<file path="src/rmob_pkg.sv">
// ============================================================================
// rmob_pkg: shared types and tables of the RAM-mapped output board
// Word formats, access and update codes, segment and coil tables.
// ============================================================================
package rmob_pkg;

	localparam logic [1:0] KIND_READ  = 2'd0;
	localparam logic [1:0] KIND_WRITE = 2'd1;
	localparam logic [1:0] KIND_TICK  = 2'd2;

	localparam logic [1:0] UPD_NONE  = 2'd0;
	localparam logic [1:0] UPD_DIGIT = 2'd1;
	localparam logic [1:0] UPD_LAMP  = 2'd2;
	localparam logic [1:0] UPD_SOL   = 2'd3;

	// lamp store: entry c (0..7) holds {column c+8, column c}, entry 8 holds column 16
	localparam int         LAMP_ENTRIES  = 9;
	localparam int         LAMP_AW       = 4;
	localparam logic [3:0] LAMP_UP_ENTRY = 4'd8;

	localparam logic [19:0] COIL_MAP [20] = '{
		20'h00001, 20'h00010, 20'h04000, 20'h00040,
		20'h00002, 20'h00020, 20'h00008, 20'h08000,
		20'h00800, 20'h00004, 20'h00080, 20'h02000,
		20'h00400, 20'h00200, 20'h00100, 20'h01000,
		20'h20000, 20'h10000, 20'h40000, 20'h80000
	};

	typedef struct packed {
		logic [1:0]  kind;
		logic [15:0] address;
		logic [7:0]  write_data;
	} req_word_t;

	typedef struct packed {
		logic [7:0]  read_data;
		logic [1:0]  update_kind;
		logic [5:0]  target_index;
		logic [7:0]  pattern;
		logic [27:0] solenoid_word;
		logic        last;
	} rsp_word_t;

	// decode results and state updates of one access
	typedef struct packed {
		rsp_word_t   res0;
		rsp_word_t   res1;
		logic        two;
		logic        ram_we;
		logic        lamp_we;
		logic [3:0]  lamp_waddr;
		logic [15:0] lamp_wdata;
		logic        latch_we;
		logic [27:0] accum_next;
	} exec_t;

	function automatic logic [7:0] seg_of(input logic [3:0] d);
		logic [7:0] s;
		case (d)
			4'd0: s = 8'h3f;
			4'd1: s = 8'h06;
			4'd2: s = 8'h5b;
			4'd3: s = 8'h4f;
			4'd4: s = 8'h66;
			4'd5: s = 8'h6d;
			4'd6: s = 8'h7c;
			4'd7: s = 8'h07;
			4'd8: s = 8'h7f;
			4'd9: s = 8'h67;
			default: s = 8'h00;
		endcase
		return s;
	endfunction

	// latches 0..2 drive their top nibble, latch 3 all eight bits
	function automatic logic [19:0] coil_bits(input logic [1:0] idx, input logic [7:0] v);
		logic [19:0] acc;
		logic [4:0]  k;
		acc = '0;
		for (int i = 0; i < 8; i++) begin
			k = 5'(4 * int'(idx) + i);
			if ((idx == 2'd3 || i < 4) && v[7 - i]) begin
				acc = acc | COIL_MAP[k];
			end
		end
		return acc;
	endfunction

endpackage

</file>
<file path="src/rmob_ram.sv">
// ============================================================================
// rmob_ram: generic single-port-write, single-port-read RAM
// One write port, one read port with registered read data.
// ============================================================================
module rmob_ram #(
	parameter int WIDTH = 8,
	parameter int DEPTH = 512
) (
	input  logic                     clk,
	input  logic                     we,
	input  logic [$clog2(DEPTH)-1:0] waddr,
	input  logic [WIDTH-1:0]         wdata,
	input  logic                     re,
	input  logic [$clog2(DEPTH)-1:0] raddr,
	output logic [WIDTH-1:0]         rdata
);

	logic [WIDTH-1:0] mem_q [DEPTH];
	logic [WIDTH-1:0] rdata_q;

	always_ff @(posedge clk) begin
		if (we) begin
			mem_q[waddr] <= wdata;
		end
		if (re) begin
			rdata_q <= mem_q[raddr];
		end
	end

	assign rdata = rdata_q;

endmodule

</file>
<file path="src/rmob_exec.sv">
// ============================================================================
// rmob_exec: access decoder of the output board
// Turns one access plus the fetched RAM and lamp bytes into results and updates.
// ============================================================================
module rmob_exec (
	input  rmob_pkg::req_word_t item,
	input  logic [7:0]          ram_rd,
	input  logic [15:0]         lamp_rd,
	input  logic [7:0]          latch_rd,
	input  logic [27:0]         accum,
	output rmob_pkg::exec_t     ex
);

	logic [15:0] a;
	logic [7:0]  v;
	logic [8:0]  off;
	logic        dec_region;
	logic        is_latch;
	logic [7:0]  up_bit;
	logic [7:0]  up_col;
	logic [2:0]  col;
	logic [7:0]  lo_new;
	logic [7:0]  hi_new;

	assign a          = item.address;
	assign v          = item.write_data;
	assign off        = a[8:0];
	assign dec_region = (a < 16'h0200) || (a >= 16'h1000 && a < 16'h1080);
	assign is_latch   = (a[15:4] == 12'h108) && (a[1:0] == 2'b00);
	assign up_bit     = 8'h08 >> off[3:2];
	assign up_col     = (v[3:0] == 4'h8) ? (lamp_rd[7:0] | up_bit) : (lamp_rd[7:0] & ~up_bit);
	assign col        = {off[1:0], off[3]};
	assign lo_new     = off[2] ? {v[3:0], lamp_rd[3:0]} : {lamp_rd[7:4], v[3:0]};
	assign hi_new     = off[2] ? {v[7:4], lamp_rd[11:8]} : {lamp_rd[15:12], v[7:4]};

	always_comb begin
		ex            = '0;
		ex.accum_next = accum;
		case (item.kind)
			rmob_pkg::KIND_READ: begin
				if (a < 16'h0200) begin
					ex.res0.read_data = ram_rd;
				end else if (is_latch) begin
					ex.res0.read_data = latch_rd;
				end
			end
			rmob_pkg::KIND_WRITE: begin
				if (dec_region) begin
					ex.ram_we = 1'b1;
					if (off < 9'h010) begin
						if (off[1:0] == 2'b11) begin
							// player-up lamp bit in column 16
							ex.lamp_we                = 1'b1;
							ex.lamp_waddr             = rmob_pkg::LAMP_UP_ENTRY;
							ex.lamp_wdata             = {8'h00, up_col};
							ex.res0.update_kind  = rmob_pkg::UPD_LAMP;
							ex.res0.target_index = 6'd16;
							ex.res0.pattern      = up_col;
						end else begin
							ex.two               = 1'b1;
							ex.res0.update_kind  = rmob_pkg::UPD_DIGIT;
							ex.res0.target_index = 6'd30 - {1'b0, off[3:0], 1'b0};
							ex.res0.pattern      = rmob_pkg::seg_of(v[7:4]);
							ex.res1.update_kind  = rmob_pkg::UPD_DIGIT;
							ex.res1.target_index = 6'd31 - {1'b0, off[3:0], 1'b0};
							ex.res1.pattern      = rmob_pkg::seg_of(v[3:0]);
						end
					end else if (off == 9'h01c || off == 9'h01d) begin
						// match / credit digits
						ex.two               = 1'b1;
						ex.res0.update_kind  = rmob_pkg::UPD_DIGIT;
						ex.res0.target_index = {4'b1000, off[0], 1'b0};
						ex.res0.pattern      = rmob_pkg::seg_of(v[7:4]);
						ex.res1.update_kind  = rmob_pkg::UPD_DIGIT;
						ex.res1.target_index = {4'b1000, off[0], 1'b1};
						ex.res1.pattern      = rmob_pkg::seg_of(v[3:0]);
					end else if (off[8:4] == 5'h03) begin
						ex.two               = 1'b1;
						ex.lamp_we           = 1'b1;
						ex.lamp_waddr        = {1'b0, col};
						ex.lamp_wdata        = {hi_new, lo_new};
						ex.res0.update_kind  = rmob_pkg::UPD_LAMP;
						ex.res0.target_index = {3'b000, col};
						ex.res0.pattern      = lo_new;
						ex.res1.update_kind  = rmob_pkg::UPD_LAMP;
						ex.res1.target_index = {3'b001, col};
						ex.res1.pattern      = hi_new;
					end
				end else if (a >= 16'h1080 && a < 16'h1200) begin
					if (is_latch) begin
						ex.latch_we   = 1'b1;
						ex.accum_next = accum | {8'h00, rmob_pkg::coil_bits(a[3:2], v)};
					end else begin
						ex.ram_we = 1'b1;
					end
				end else if (a == 16'h508c) begin
					ex.accum_next = accum | {v, 20'h00000};
				end
			end
			rmob_pkg::KIND_TICK: begin
				ex.res0.update_kind   = rmob_pkg::UPD_SOL;
				ex.res0.solenoid_word = accum;
				ex.accum_next         = '0;
			end
			default: begin
			end
		endcase
		if (ex.two) begin
			ex.res1.last = 1'b1;
		end else begin
			ex.res0.last = 1'b1;
		end
	end

endmodule

</file>
<file path="src/ram_mapped_output_board.sv">
// ============================================================================
// ram_mapped_output_board: work RAM that drives displays, lamps and coils
// Bus reads, writes and frame ticks in; digit, lamp and solenoid updates out.
// ============================================================================
//
//   channel  direction  handshake              word
//   req      in         req_valid / req_ready  rmob_pkg::req_word_t
//   rsp      out        rsp_valid / rsp_ready  rmob_pkg::rsp_word_t
//
// An access is taken while the work RAM and the lamp store are read; it is
// then decoded, written back and loaded into the result buffer once that
// buffer is empty, and only after that is a new access accepted.
// A write with two results delays the decode of the next access until both drain.
// After reset a clearing pass zeroes the work RAM (and the lamp store along
// with it) with req_ready low.
// A stalled rsp side holds the decode step until the result buffer empties.
module ram_mapped_output_board #(
	parameter int RAM_BYTES = 512
) (
	input  logic                clk,
	input  logic                arst_n,
	input  logic                req_valid,
	output logic                req_ready,
	input  rmob_pkg::req_word_t req,
	output logic                rsp_valid,
	input  logic                rsp_ready,
	output rmob_pkg::rsp_word_t rsp
);

	localparam int AW = $clog2(RAM_BYTES);

	typedef enum logic [1:0] {
		ST_CLEAR,
		ST_IDLE,
		ST_EXEC
	} state_t;

	state_t              state_q;
	logic [AW-1:0]       clr_q;
	rmob_pkg::req_word_t item_s1;
	rmob_pkg::rsp_word_t buf0_q;
	rmob_pkg::rsp_word_t buf1_q;
	logic [1:0]          cnt_q;
	logic [7:0]          latch_q [4];
	logic [27:0]         accum_q;

	logic                req_fire;
	logic                rsp_fire;
	logic                exec_fire;
	logic                clearing;
	rmob_pkg::exec_t     ex;

	logic [7:0]          ram_rd;
	logic                ram_we;
	logic [AW-1:0]       ram_waddr;
	logic [7:0]          ram_wdata;

	logic [15:0]         lamp_rd;
	logic                lamp_we;
	logic [3:0]          lamp_waddr;
	logic [15:0]         lamp_wdata;
	logic [3:0]          lamp_raddr;

	// offsets stay below 2*RAM_BYTES, so one compare and subtract wraps them
	function automatic logic [AW-1:0] ram_index(input logic [8:0] off);
		logic [9:0] raw;
		raw = {1'b0, off};
		if (raw >= 10'(RAM_BYTES)) begin
			raw = raw - 10'(RAM_BYTES);
		end
		return raw[AW-1:0];
	endfunction

	assign clearing  = (state_q == ST_CLEAR);
	assign req_ready = (state_q == ST_IDLE);
	assign req_fire  = req_valid && req_ready;
	assign rsp_valid = (cnt_q != 2'd0);
	assign rsp       = buf0_q;
	assign rsp_fire  = rsp_valid && rsp_ready;
	// decode only into an empty buffer
	assign exec_fire = (state_q == ST_EXEC) && (cnt_q == 2'd0);

	// lamp entry: a lamp byte reads its column pair, anything else column 16
	assign lamp_raddr = (req.address[5:4] == 2'b11) ?
		{1'b0, req.address[1:0], req.address[3]} : rmob_pkg::LAMP_UP_ENTRY;

	assign ram_we    = clearing || (exec_fire && ex.ram_we);
	assign ram_waddr = clearing ? clr_q : ram_index(item_s1.address[8:0]);
	assign ram_wdata = clearing ? 8'h00 : item_s1.write_data;

	assign lamp_we    = clearing ? (clr_q < AW'(rmob_pkg::LAMP_ENTRIES)) :
		(exec_fire && ex.lamp_we);
	assign lamp_waddr = clearing ? clr_q[rmob_pkg::LAMP_AW-1:0] : ex.lamp_waddr;
	assign lamp_wdata = clearing ? 16'h0000 : ex.lamp_wdata;

	rmob_ram #(
		.WIDTH(8),
		.DEPTH(RAM_BYTES)
	) u_work_ram (
		.clk  (clk),
		.we   (ram_we),
		.waddr(ram_waddr),
		.wdata(ram_wdata),
		.re   (req_fire),
		.raddr(ram_index(req.address[8:0])),
		.rdata(ram_rd)
	);

	rmob_ram #(
		.WIDTH(16),
		.DEPTH(rmob_pkg::LAMP_ENTRIES)
	) u_lamp_ram (
		.clk  (clk),
		.we   (lamp_we),
		.waddr(lamp_waddr),
		.wdata(lamp_wdata),
		.re   (req_fire),
		.raddr(lamp_raddr),
		.rdata(lamp_rd)
	);

	rmob_exec u_exec (
		.item    (item_s1),
		.ram_rd  (ram_rd),
		.lamp_rd (lamp_rd),
		.latch_rd(latch_q[item_s1.address[3:2]]),
		.accum   (accum_q),
		.ex      (ex)
	);

	always_ff @(posedge clk or negedge arst_n) begin
		if (!arst_n) begin
			state_q <= ST_CLEAR;
			clr_q   <= '0;
			cnt_q   <= 2'd0;
			accum_q <= '0;
			for (int i = 0; i < 4; i++) begin
				latch_q[i] <= 8'h00;
			end
		end else begin
			case (state_q)
				ST_CLEAR: begin
					clr_q <= clr_q + AW'(1);
					if (clr_q == AW'(RAM_BYTES - 1)) begin
						state_q <= ST_IDLE;
					end
				end
				ST_IDLE: begin
					if (req_fire) begin
						state_q <= ST_EXEC;
					end
				end
				ST_EXEC: begin
					if (exec_fire) begin
						state_q <= ST_IDLE;
					end
				end
				default: state_q <= ST_IDLE;
			endcase

			// result buffer: load on decode, shift on each taken word
			if (exec_fire) begin
				buf0_q  <= ex.res0;
				buf1_q  <= ex.res1;
				cnt_q   <= ex.two ? 2'd2 : 2'd1;
				accum_q <= ex.accum_next;
				if (ex.latch_we) begin
					latch_q[item_s1.address[3:2]] <= item_s1.write_data;
				end
			end else if (rsp_fire) begin
				buf0_q <= buf1_q;
				cnt_q  <= cnt_q - 2'd1;
			end
		end
	end

	always_ff @(posedge clk) begin
		if (req_fire) begin
			item_s1 <= req;
		end
	end

endmodule

</file>
<file path="config.mk">
export PLATFORM = sky130hd
export DESIGN_NAME = ram_mapped_output_board
export DESIGN_NICKNAME = d
export VERILOG_FILES = /design/src/rmob_pkg.sv /design/src/rmob_ram.sv /design/src/rmob_exec.sv /design/src/ram_mapped_output_board.sv
export SDC_FILE = /design/constraint.sdc
export NUM_CORES = 2
export LEC_CHECK = 0
export BUFFER_PORTS_ARGS = -buffer_cell sky130_fd_sc_hd__buf_2
export CAP_MARGIN = 20
export CORE_MARGIN = 1.5
export CORE_UTILIZATION = 35
export CTS_CLUSTER_SIZE = 25
export DETAILED_ROUTE_END_ITERATION = 12
export GPL_ROUTABILITY_DRIVEN = 0
export PLACE_DENSITY = 0.47
export SLEW_MARGIN = 10
export SYNTH_ARGS = -nofsm -noshare
export SYNTH_HDL_FRONTEND = slang
export SYNTH_MEMORY_MAX_BITS = 65536
export SYNTH_SLANG_ARGS = --single-unit
</file>
<file path="constraint.sdc">
create_clock -name clk -period 22.7 [get_ports clk]
set_clock_uncertainty 0.05 [all_clocks]
set_input_delay 4.54 -clock clk [delete_from_list [all_inputs] [get_ports clk]]
set_output_delay 4.54 -clock clk [all_outputs]
set_load 0.01 [all_outputs]
</file>
## Word-level counts from Yosys, hierarchy flattened

Memories as Yosys holds them, arrays and structs flattened. A register that Yosys moved wholly into a read port is not among the register bits.
Index checks and enable logic that the tools add are counted.

- Bits in registers: 169
- Memory bits (writable): 4240
- Bits in read-only memories: 5568
- Input bits: 30
- Output and inout port bits: 55
- Logic and storage cells: 259
- Memories: 14

Memories:

| name | depth | width | rd ports | clocked after Yosys merged registers in | wr ports | line | RTL |
|---|---|---|---|---|---|---|---|
| u_work_ram.mem_q | 512 | 8 | 1 | 1 | 1 | rmob_ram.sv:18 | `logic [WIDTH-1:0] mem_q [DEPTH];` |
| (no name shown) | 32 | 20 | 1 | 0 | 0 | rmob_pkg.sv:83 | `acc = acc \| COIL_MAP[k];` |
| (no name shown) | 32 | 20 | 1 | 0 | 0 | rmob_pkg.sv:83 |  |
| (no name shown) | 32 | 20 | 1 | 0 | 0 | rmob_pkg.sv:83 |  |
| (no name shown) | 32 | 20 | 1 | 0 | 0 | rmob_pkg.sv:83 |  |
| (no name shown) | 32 | 20 | 1 | 0 | 0 | rmob_pkg.sv:83 |  |
| 8 more memories | -- | -- | -- | -- | -- | -- |  |

- $add $sub $neg: 11
- Order comparisons: 17
- Equal/unequal tests: 20
- Shift-type cells: 1
- Mux-type cells: 125
- Bitwise logic cells: 21
- Reduce and logical (&&, ||, !) cells: 29

Operators with widths:

| kind | number |
|---|---|
| 20-bit 2-to-1 mux | 56 |
| 16-bit 2-to-1 mux | 9 |
| 20-bit bitwise OR | 7 |
| 53-bit 2-to-1 mux | 2 |
| 21-bit 2-to-1 mux | 5 |
| 28-bit 2-to-1 mux | 3 |
| 8-bit 2-to-1 mux | 10 |
| 29-bit 2-to-1 mux | 2 |
| 28-bit one-hot mux with 2 select lines | 1 |
| 6-bit greater-or-equal comparator (second input constant) | 8 |
| 5-bit inverter with 6-bit output | 7 |
| 32-bit bitwise mux | 1 |
| 16-bit by 13-bit greater-or-equal comparator with 1-bit output (second input constant) | 2 |
| 16-bit by 13-bit less-than comparator with 1-bit output (second input constant) | 2 |
| 28-bit by 20-bit bitwise OR with 28-bit output | 1 |
| 28-bit bitwise OR | 1 |
| 24-bit 2-to-1 mux | 1 |
| 4-bit 2-to-1 mux | 6 |
| 4-bit by 3-bit adder with 5-bit output (second input constant) | 4 |
| 9-bit by 5-bit equality test with 1-bit output (second input constant) | 2 |
| 8-bit binary-select mux with 2-bit select | 1 |
| 8-bit demux with 2-bit select | 1 |
| 16-bit by 15-bit equality test with 1-bit output (second input constant) | 1 |
| 16-bit by 10-bit less-than comparator with 1-bit output (second input constant) | 1 |
| other kinds (39) | 90 |

## Depth between registers and ports, before layout

- Depth in word-level cells: 60
- Depth in mapped cells: 14
- Gate-level depth less buffers: 9

## Cells and area by module

From an unflattened synthesis, not the netlist that was laid out.

- Cells, all modules: 9253
- Area total of the unflattened synthesis: 176902.2 µm²

Modules (own cells, without submodules):

| module | instances | cells each | area an instance (µm²) | sequential area each (µm²) |
|---|---|---|---|---|
| rmob_ram at u_work_ram | 1 | 8030 | 160007.2 | 123238.2 |
| ram_mapped_output_board | 1 | 472 | 8124.0 | 5790.6 |
| rmob_ram at u_lamp_ram | 1 | 323 | 6183.4 | 4804.6 |
| rmob_exec | 1 | 428 | 2587.5 | 0.0 |

## Least setup slack after synthesis

OpenSTA, ideal clock, no wires.

- Path type: register to register
- Start point: reg state_q[0]
- End point: mem u_work_ram.mem_q[0][0] (data pin)
- Setup time: 1.535 ns
- Arrival time: 7.930 ns
- Required time: 21.115 ns
- Path slack: 13.185 ns
- Stages on the path, launching flop included: 7
- Path buffers: 4
- Clock period less this slack: 9.515 ns
- Cells stage by stage: dfrtp_1 -> clkbuf_1 -> or2_2 -> clkbuf_1 -> clkbuf_1 -> clkbuf_1 -> and2_1

- Word-level cells in the longest chain between the ends: 2

RTL lines:

| element | line | RTL |
|---|---|---|
| from (decl) | ram_mapped_output_board.sv:38 | `state_t state_q;` |
| from (signal assigned) | ram_mapped_output_board.sv:133 | `state_q <= ST_CLEAR;` |
| from (signal assigned) | ram_mapped_output_board.sv:145 | `state_q <= ST_IDLE;` |
| from (signal assigned) | ram_mapped_output_board.sv:150 | `state_q <= ST_EXEC;` |
| 2-bit logical NOT | ram_mapped_output_board.sv:74 | `assign clearing = (state_q == ST_CLEAR);` |
| 8-bit 2-to-1 mux | ram_mapped_output_board.sv:89 | `assign ram_wdata = clearing ? 8'h00 : item_s1.write_data;` |
| net ram_wdata[0] | ram_mapped_output_board.sv:56 | `logic [7:0] ram_wdata;` |
| to (decl) | rmob_ram.sv:18 |  |

The timed path passes the listed nets, and every way through them passes these cells.

==> results.md <==
- Syn-to-layout area delta: 13.4%
- GRT Max-Usage Layer: met2
- Ratio of cells with drive above 1 in the final layout: 22.7%
- Global routing usage on met3: 3.93%
- Hpwl dp: 321 mm
- Total I/O pin count: 85
- Sequential area share after synthesis: 76.5%
- Post-Synthesis Cells: 8521
- FILL cells: 43788
- Cell variety after synth: 76
- Most frequent cells in the layout: edfxtp_1, mux4_2, nor2_1, mux2i_1, clkbuf_16
- TritonCTS Buffers: 467
- Worst vdd ir: 0.000121 V
- Most common cell after layout, fill and taps aside: edfxtp_1
- Largest net degree at the start of global routing: 210
- Crit-path max FO: 100
- Critical path's top delay family: buffers and inverters
- Endpoint class of the critical path: flop
- Via/cell ratio: 5.57
- #FFs+latches synth: 4447
- Wire per inst: 34.0 um
- Total iterations of the first detailed-routing run: 6
- Met2 Track Usage GR: 33.4%
- Final Cycle Share: 43.9%
- Die X: 708 um
- Number of remaining DRC errors: 0
- Number of enable flip-flop cells after synthesis: 4360
- Initial core utilization: 35.2%
- Vias in the first global route: 89177
- Clock sinks: 4447
- Power per cell area: 101 nW/um2
- Port bufs: 84
- Async SR Flop Fraction: 1.64%
- GR Util All Layers: 21.0%
- Root Driver: clkbuf_16
- TritonCTS clock tree: done
- CORE AREA: 494000 um2
- Worst min path class: reg2reg
- Ys Warns: 0
- Total grt overflow: 0
- Sw power: 5.28 mW
- Sw frac: 26.4%
- Resize count post-CTS: 0
- Number of cell rows: 258
- Area taken by multi-input logic gates: 38300 um2
- Syn avg cell area: 20.4 um2
- Vias post-DR: 88193
- Worst slack, placed: 11.47 ns
- Die Ht: 708 um
- Final Util: 39.9%
- Status: complete, but fails checks
- Failing checks: max-slew violations
- Overall Power: 20.0 mW
- Setup TNS: 0 ns
- CP Cell Sequence: buf_12, buf_4, buf_12, buf_4, buf_4, mux4_2, mux4_2, mux2i_1, o2111ai_1, a211o_1
- Startpoint Class: input pin
- Power share of the clock group: 37.8%
- Pleak: 62.5 nW
- Final ANT Viol Nets: 0
- Fin crit period: 9.97 ns
- DRT Wirelength: 538 mm
- Synth Flop Type: edfxtp_1
- WP buf/inv: 5
- Max incr delay on CP: 0.74 ns
- Die area: 501000 um2
- Clock insertion delay at the later pin of the skew report: 1.04 ns
- Min setup slack post-route: 12.73 ns
- Share of power burned in registers: 50.4%
- Clock transition at path regs: 0.06 ns
- Worst Path Class, Setup: in2reg
- Fmax: 100 MHz
- Max-slew violation count: 84
- RSZ-0062 raised after global routing: false
- 1st-iter DRT viols: 9917
- CTS H-Tree Depth: 5
- Hold_buf cts: 0
- Fin. Hold Viols: 0
- Register area: 133000 um2
- Max-cap check violation count: 0
- Initial antenna violation count: 50
- Worst path most repeated cell: buf_4
- Post-CTS Setup Bufs: 0
- P_int: 14.7 mW
- First-pass GRT wire length: 741 mm
- Arrival time of the worst setup path: 10.68 ns
- WP data required: 23.41 ns
- Post-Syn Area: 174000 um2
- Slowest library cell on the worst path: buf_4
- Nets: 8834
- Clock buffer depth: 4
- Worst slew pin tran: 1.56 ns
- Max_slew headroom: -3.96%
- Endpoints failing setup: 0
- Comb pwr share: 11.8%
- Met1 Use GR: 29.6%
- Syn Nets: 8567
## sequential cells by signal, indices dropped and copies added (netlist names), named ones only
name              cells
cnt_q                 2
buf1_q               17
state_q               2
accum_q              28
u_work_ram.rdata      8
latch_q              32
item_s1              26
u_work_ram.mem_q   4096
rsp                  53
u_lamp_ram.mem_q    144
u_lamp_ram.rdata     16
clr_q                 9
## kinds of logic after synthesis
| kind of cell | Yosys count | synth area share (%) |
|---|---|---|
| mux | 1521 | 15.6 |
| xor+xnor | 8 | 0.0403 |
| buf+inv | 551 | 1.78 |
| simple gates | 1182 | 2.89 |
| compound gates | 796 | 3.15 |
| flops | 4447 | 76.5 |
| fa+ha+maj | 16 | 0.115 |
## per-stage QoR
| step | area (um2) | std cells | hold WS, ns |
|---|---|---|---|
| floorplan | 174000 | 8521 | 0.404 |
| detailed placement | 182000 | 14937 | 0.427 |
| finish | 197000 | 15841 | 0.439 |
| global placement | 182000 | 14923 | 0.420 |
| CTS | 197000 | 15810 | 0.442 |
| global route | 197000 | 15824 | 0.469 |
## layer usage
metal / vias to the layer above / share of wire, % / routed length [um]
met5: - / 0.0039 / 21
met4: 4 / 3.0 / 16400
met3: 689 / 7.1 / 38100
met2: 3425 / 47 / 252000
met1: 48233 / 43 / 231000
li1: 35842 / - / -
## power by group through the flow
stage                     combinational [mW]  clock, mW  sequential [mW]
final                                   2.36       7.57             10.1
after global routing                    2.50       8.00             10.1
after CTS                               2.38       7.70             10.1
after detailed placement                2.38          0             10.3
after global placement                  2.29          0             10.3
after floorplan                         1.11          0             10.7
## worst register-to-register path, stage by stage, from the launching register on
cell      delay [ns]
edfxtp_1        0.32
buf_4           0.48
nand2_1         0.50
nor2_1          0.23
a31oi_1         0.06
nor2_1          0.62
nand2_4         0.73
buf_4           0.64
nor2_1          0.98
## worst paths after layout
path                       slack, ns                     from  cells after the start                           endpoint
max                            12.73                   req[8]                     10      u_work_ram.rdata[7]$_DFFE_PP_
min                             0.44  accum_q[21]$_DFFE_PN0P_                      2            accum_q[21]$_DFFE_PN0P_
max reg2reg                    17.65    item_s1[10]$_DFFE_PP_                      8  u_work_ram.mem_q[94][1]$_DFFE_PP_
min reg2reg                     0.44  accum_q[21]$_DFFE_PN0P_                      2            accum_q[21]$_DFFE_PN0P_
max in group asynchronous      18.32                   arst_n                      1               clr_q[6]$_DFFE_PN0P_
min in group asynchronous       3.62                   arst_n                      1               cnt_q[0]$_DFFE_PN0P_
## Yosys cell counts (12+ instances only)
| cell type | number | share of area, % |
|---|---|---|
| mux2_2 | 54 | 0.35 |
| buf_1 | 45 | 0.097 |
| dfrtp_1 | 73 | 1.0 |
| inv_1 | 23 | 0.050 |
| buf_6 | 70 | 0.45 |
| dfxtp_1 | 14 | 0.16 |
| o31ai_1 | 15 | 0.065 |
| mux4_2 | 941 | 12 |
| mux2i_1 | 526 | 3.0 |
| nor2b_1 | 12 | 0.043 |
| ha_1 | 16 | 0.12 |
| nor4_1 | 15 | 0.054 |
| a221oi_1 | 88 | 0.44 |
| a22oi_1 | 121 | 0.52 |
| nor2_1 | 658 | 1.4 |
| edfxtp_1 | 4360 | 75 |
| and2_1 | 22 | 0.079 |
| a211oi_1 | 36 | 0.16 |
| o21ai_0 | 138 | 0.40 |
| a221o_1 | 27 | 0.16 |
| nand2b_1 | 19 | 0.068 |
| clkbuf_1 | 258 | 0.56 |
| buf_4 | 47 | 0.20 |
| nand2_1 | 266 | 0.57 |
| and3_1 | 47 | 0.17 |
| nand3_1 | 31 | 0.089 |
| o22ai_1 | 30 | 0.11 |
| a21oi_1 | 160 | 0.46 |
| o221ai_1 | 23 | 0.12 |
| buf_2 | 89 | 0.26 |
| a31oi_1 | 50 | 0.18 |
| nor3_1 | 61 | 0.18 |
## layout make-up
type	count	share of cell area [%]
Sequential cell	4447	67.4
Multi-Input combinational cell	3523	19.4
Clock buffer	565	6.12
Tap cell	6630	4.20
Clock inverter	308	1.49
Timing Repair Buffer	323	1.31
Inverter	26	0.0571
Antenna cell	19	0.0241
Note: power is estimated with default switching activity, not from simulation.
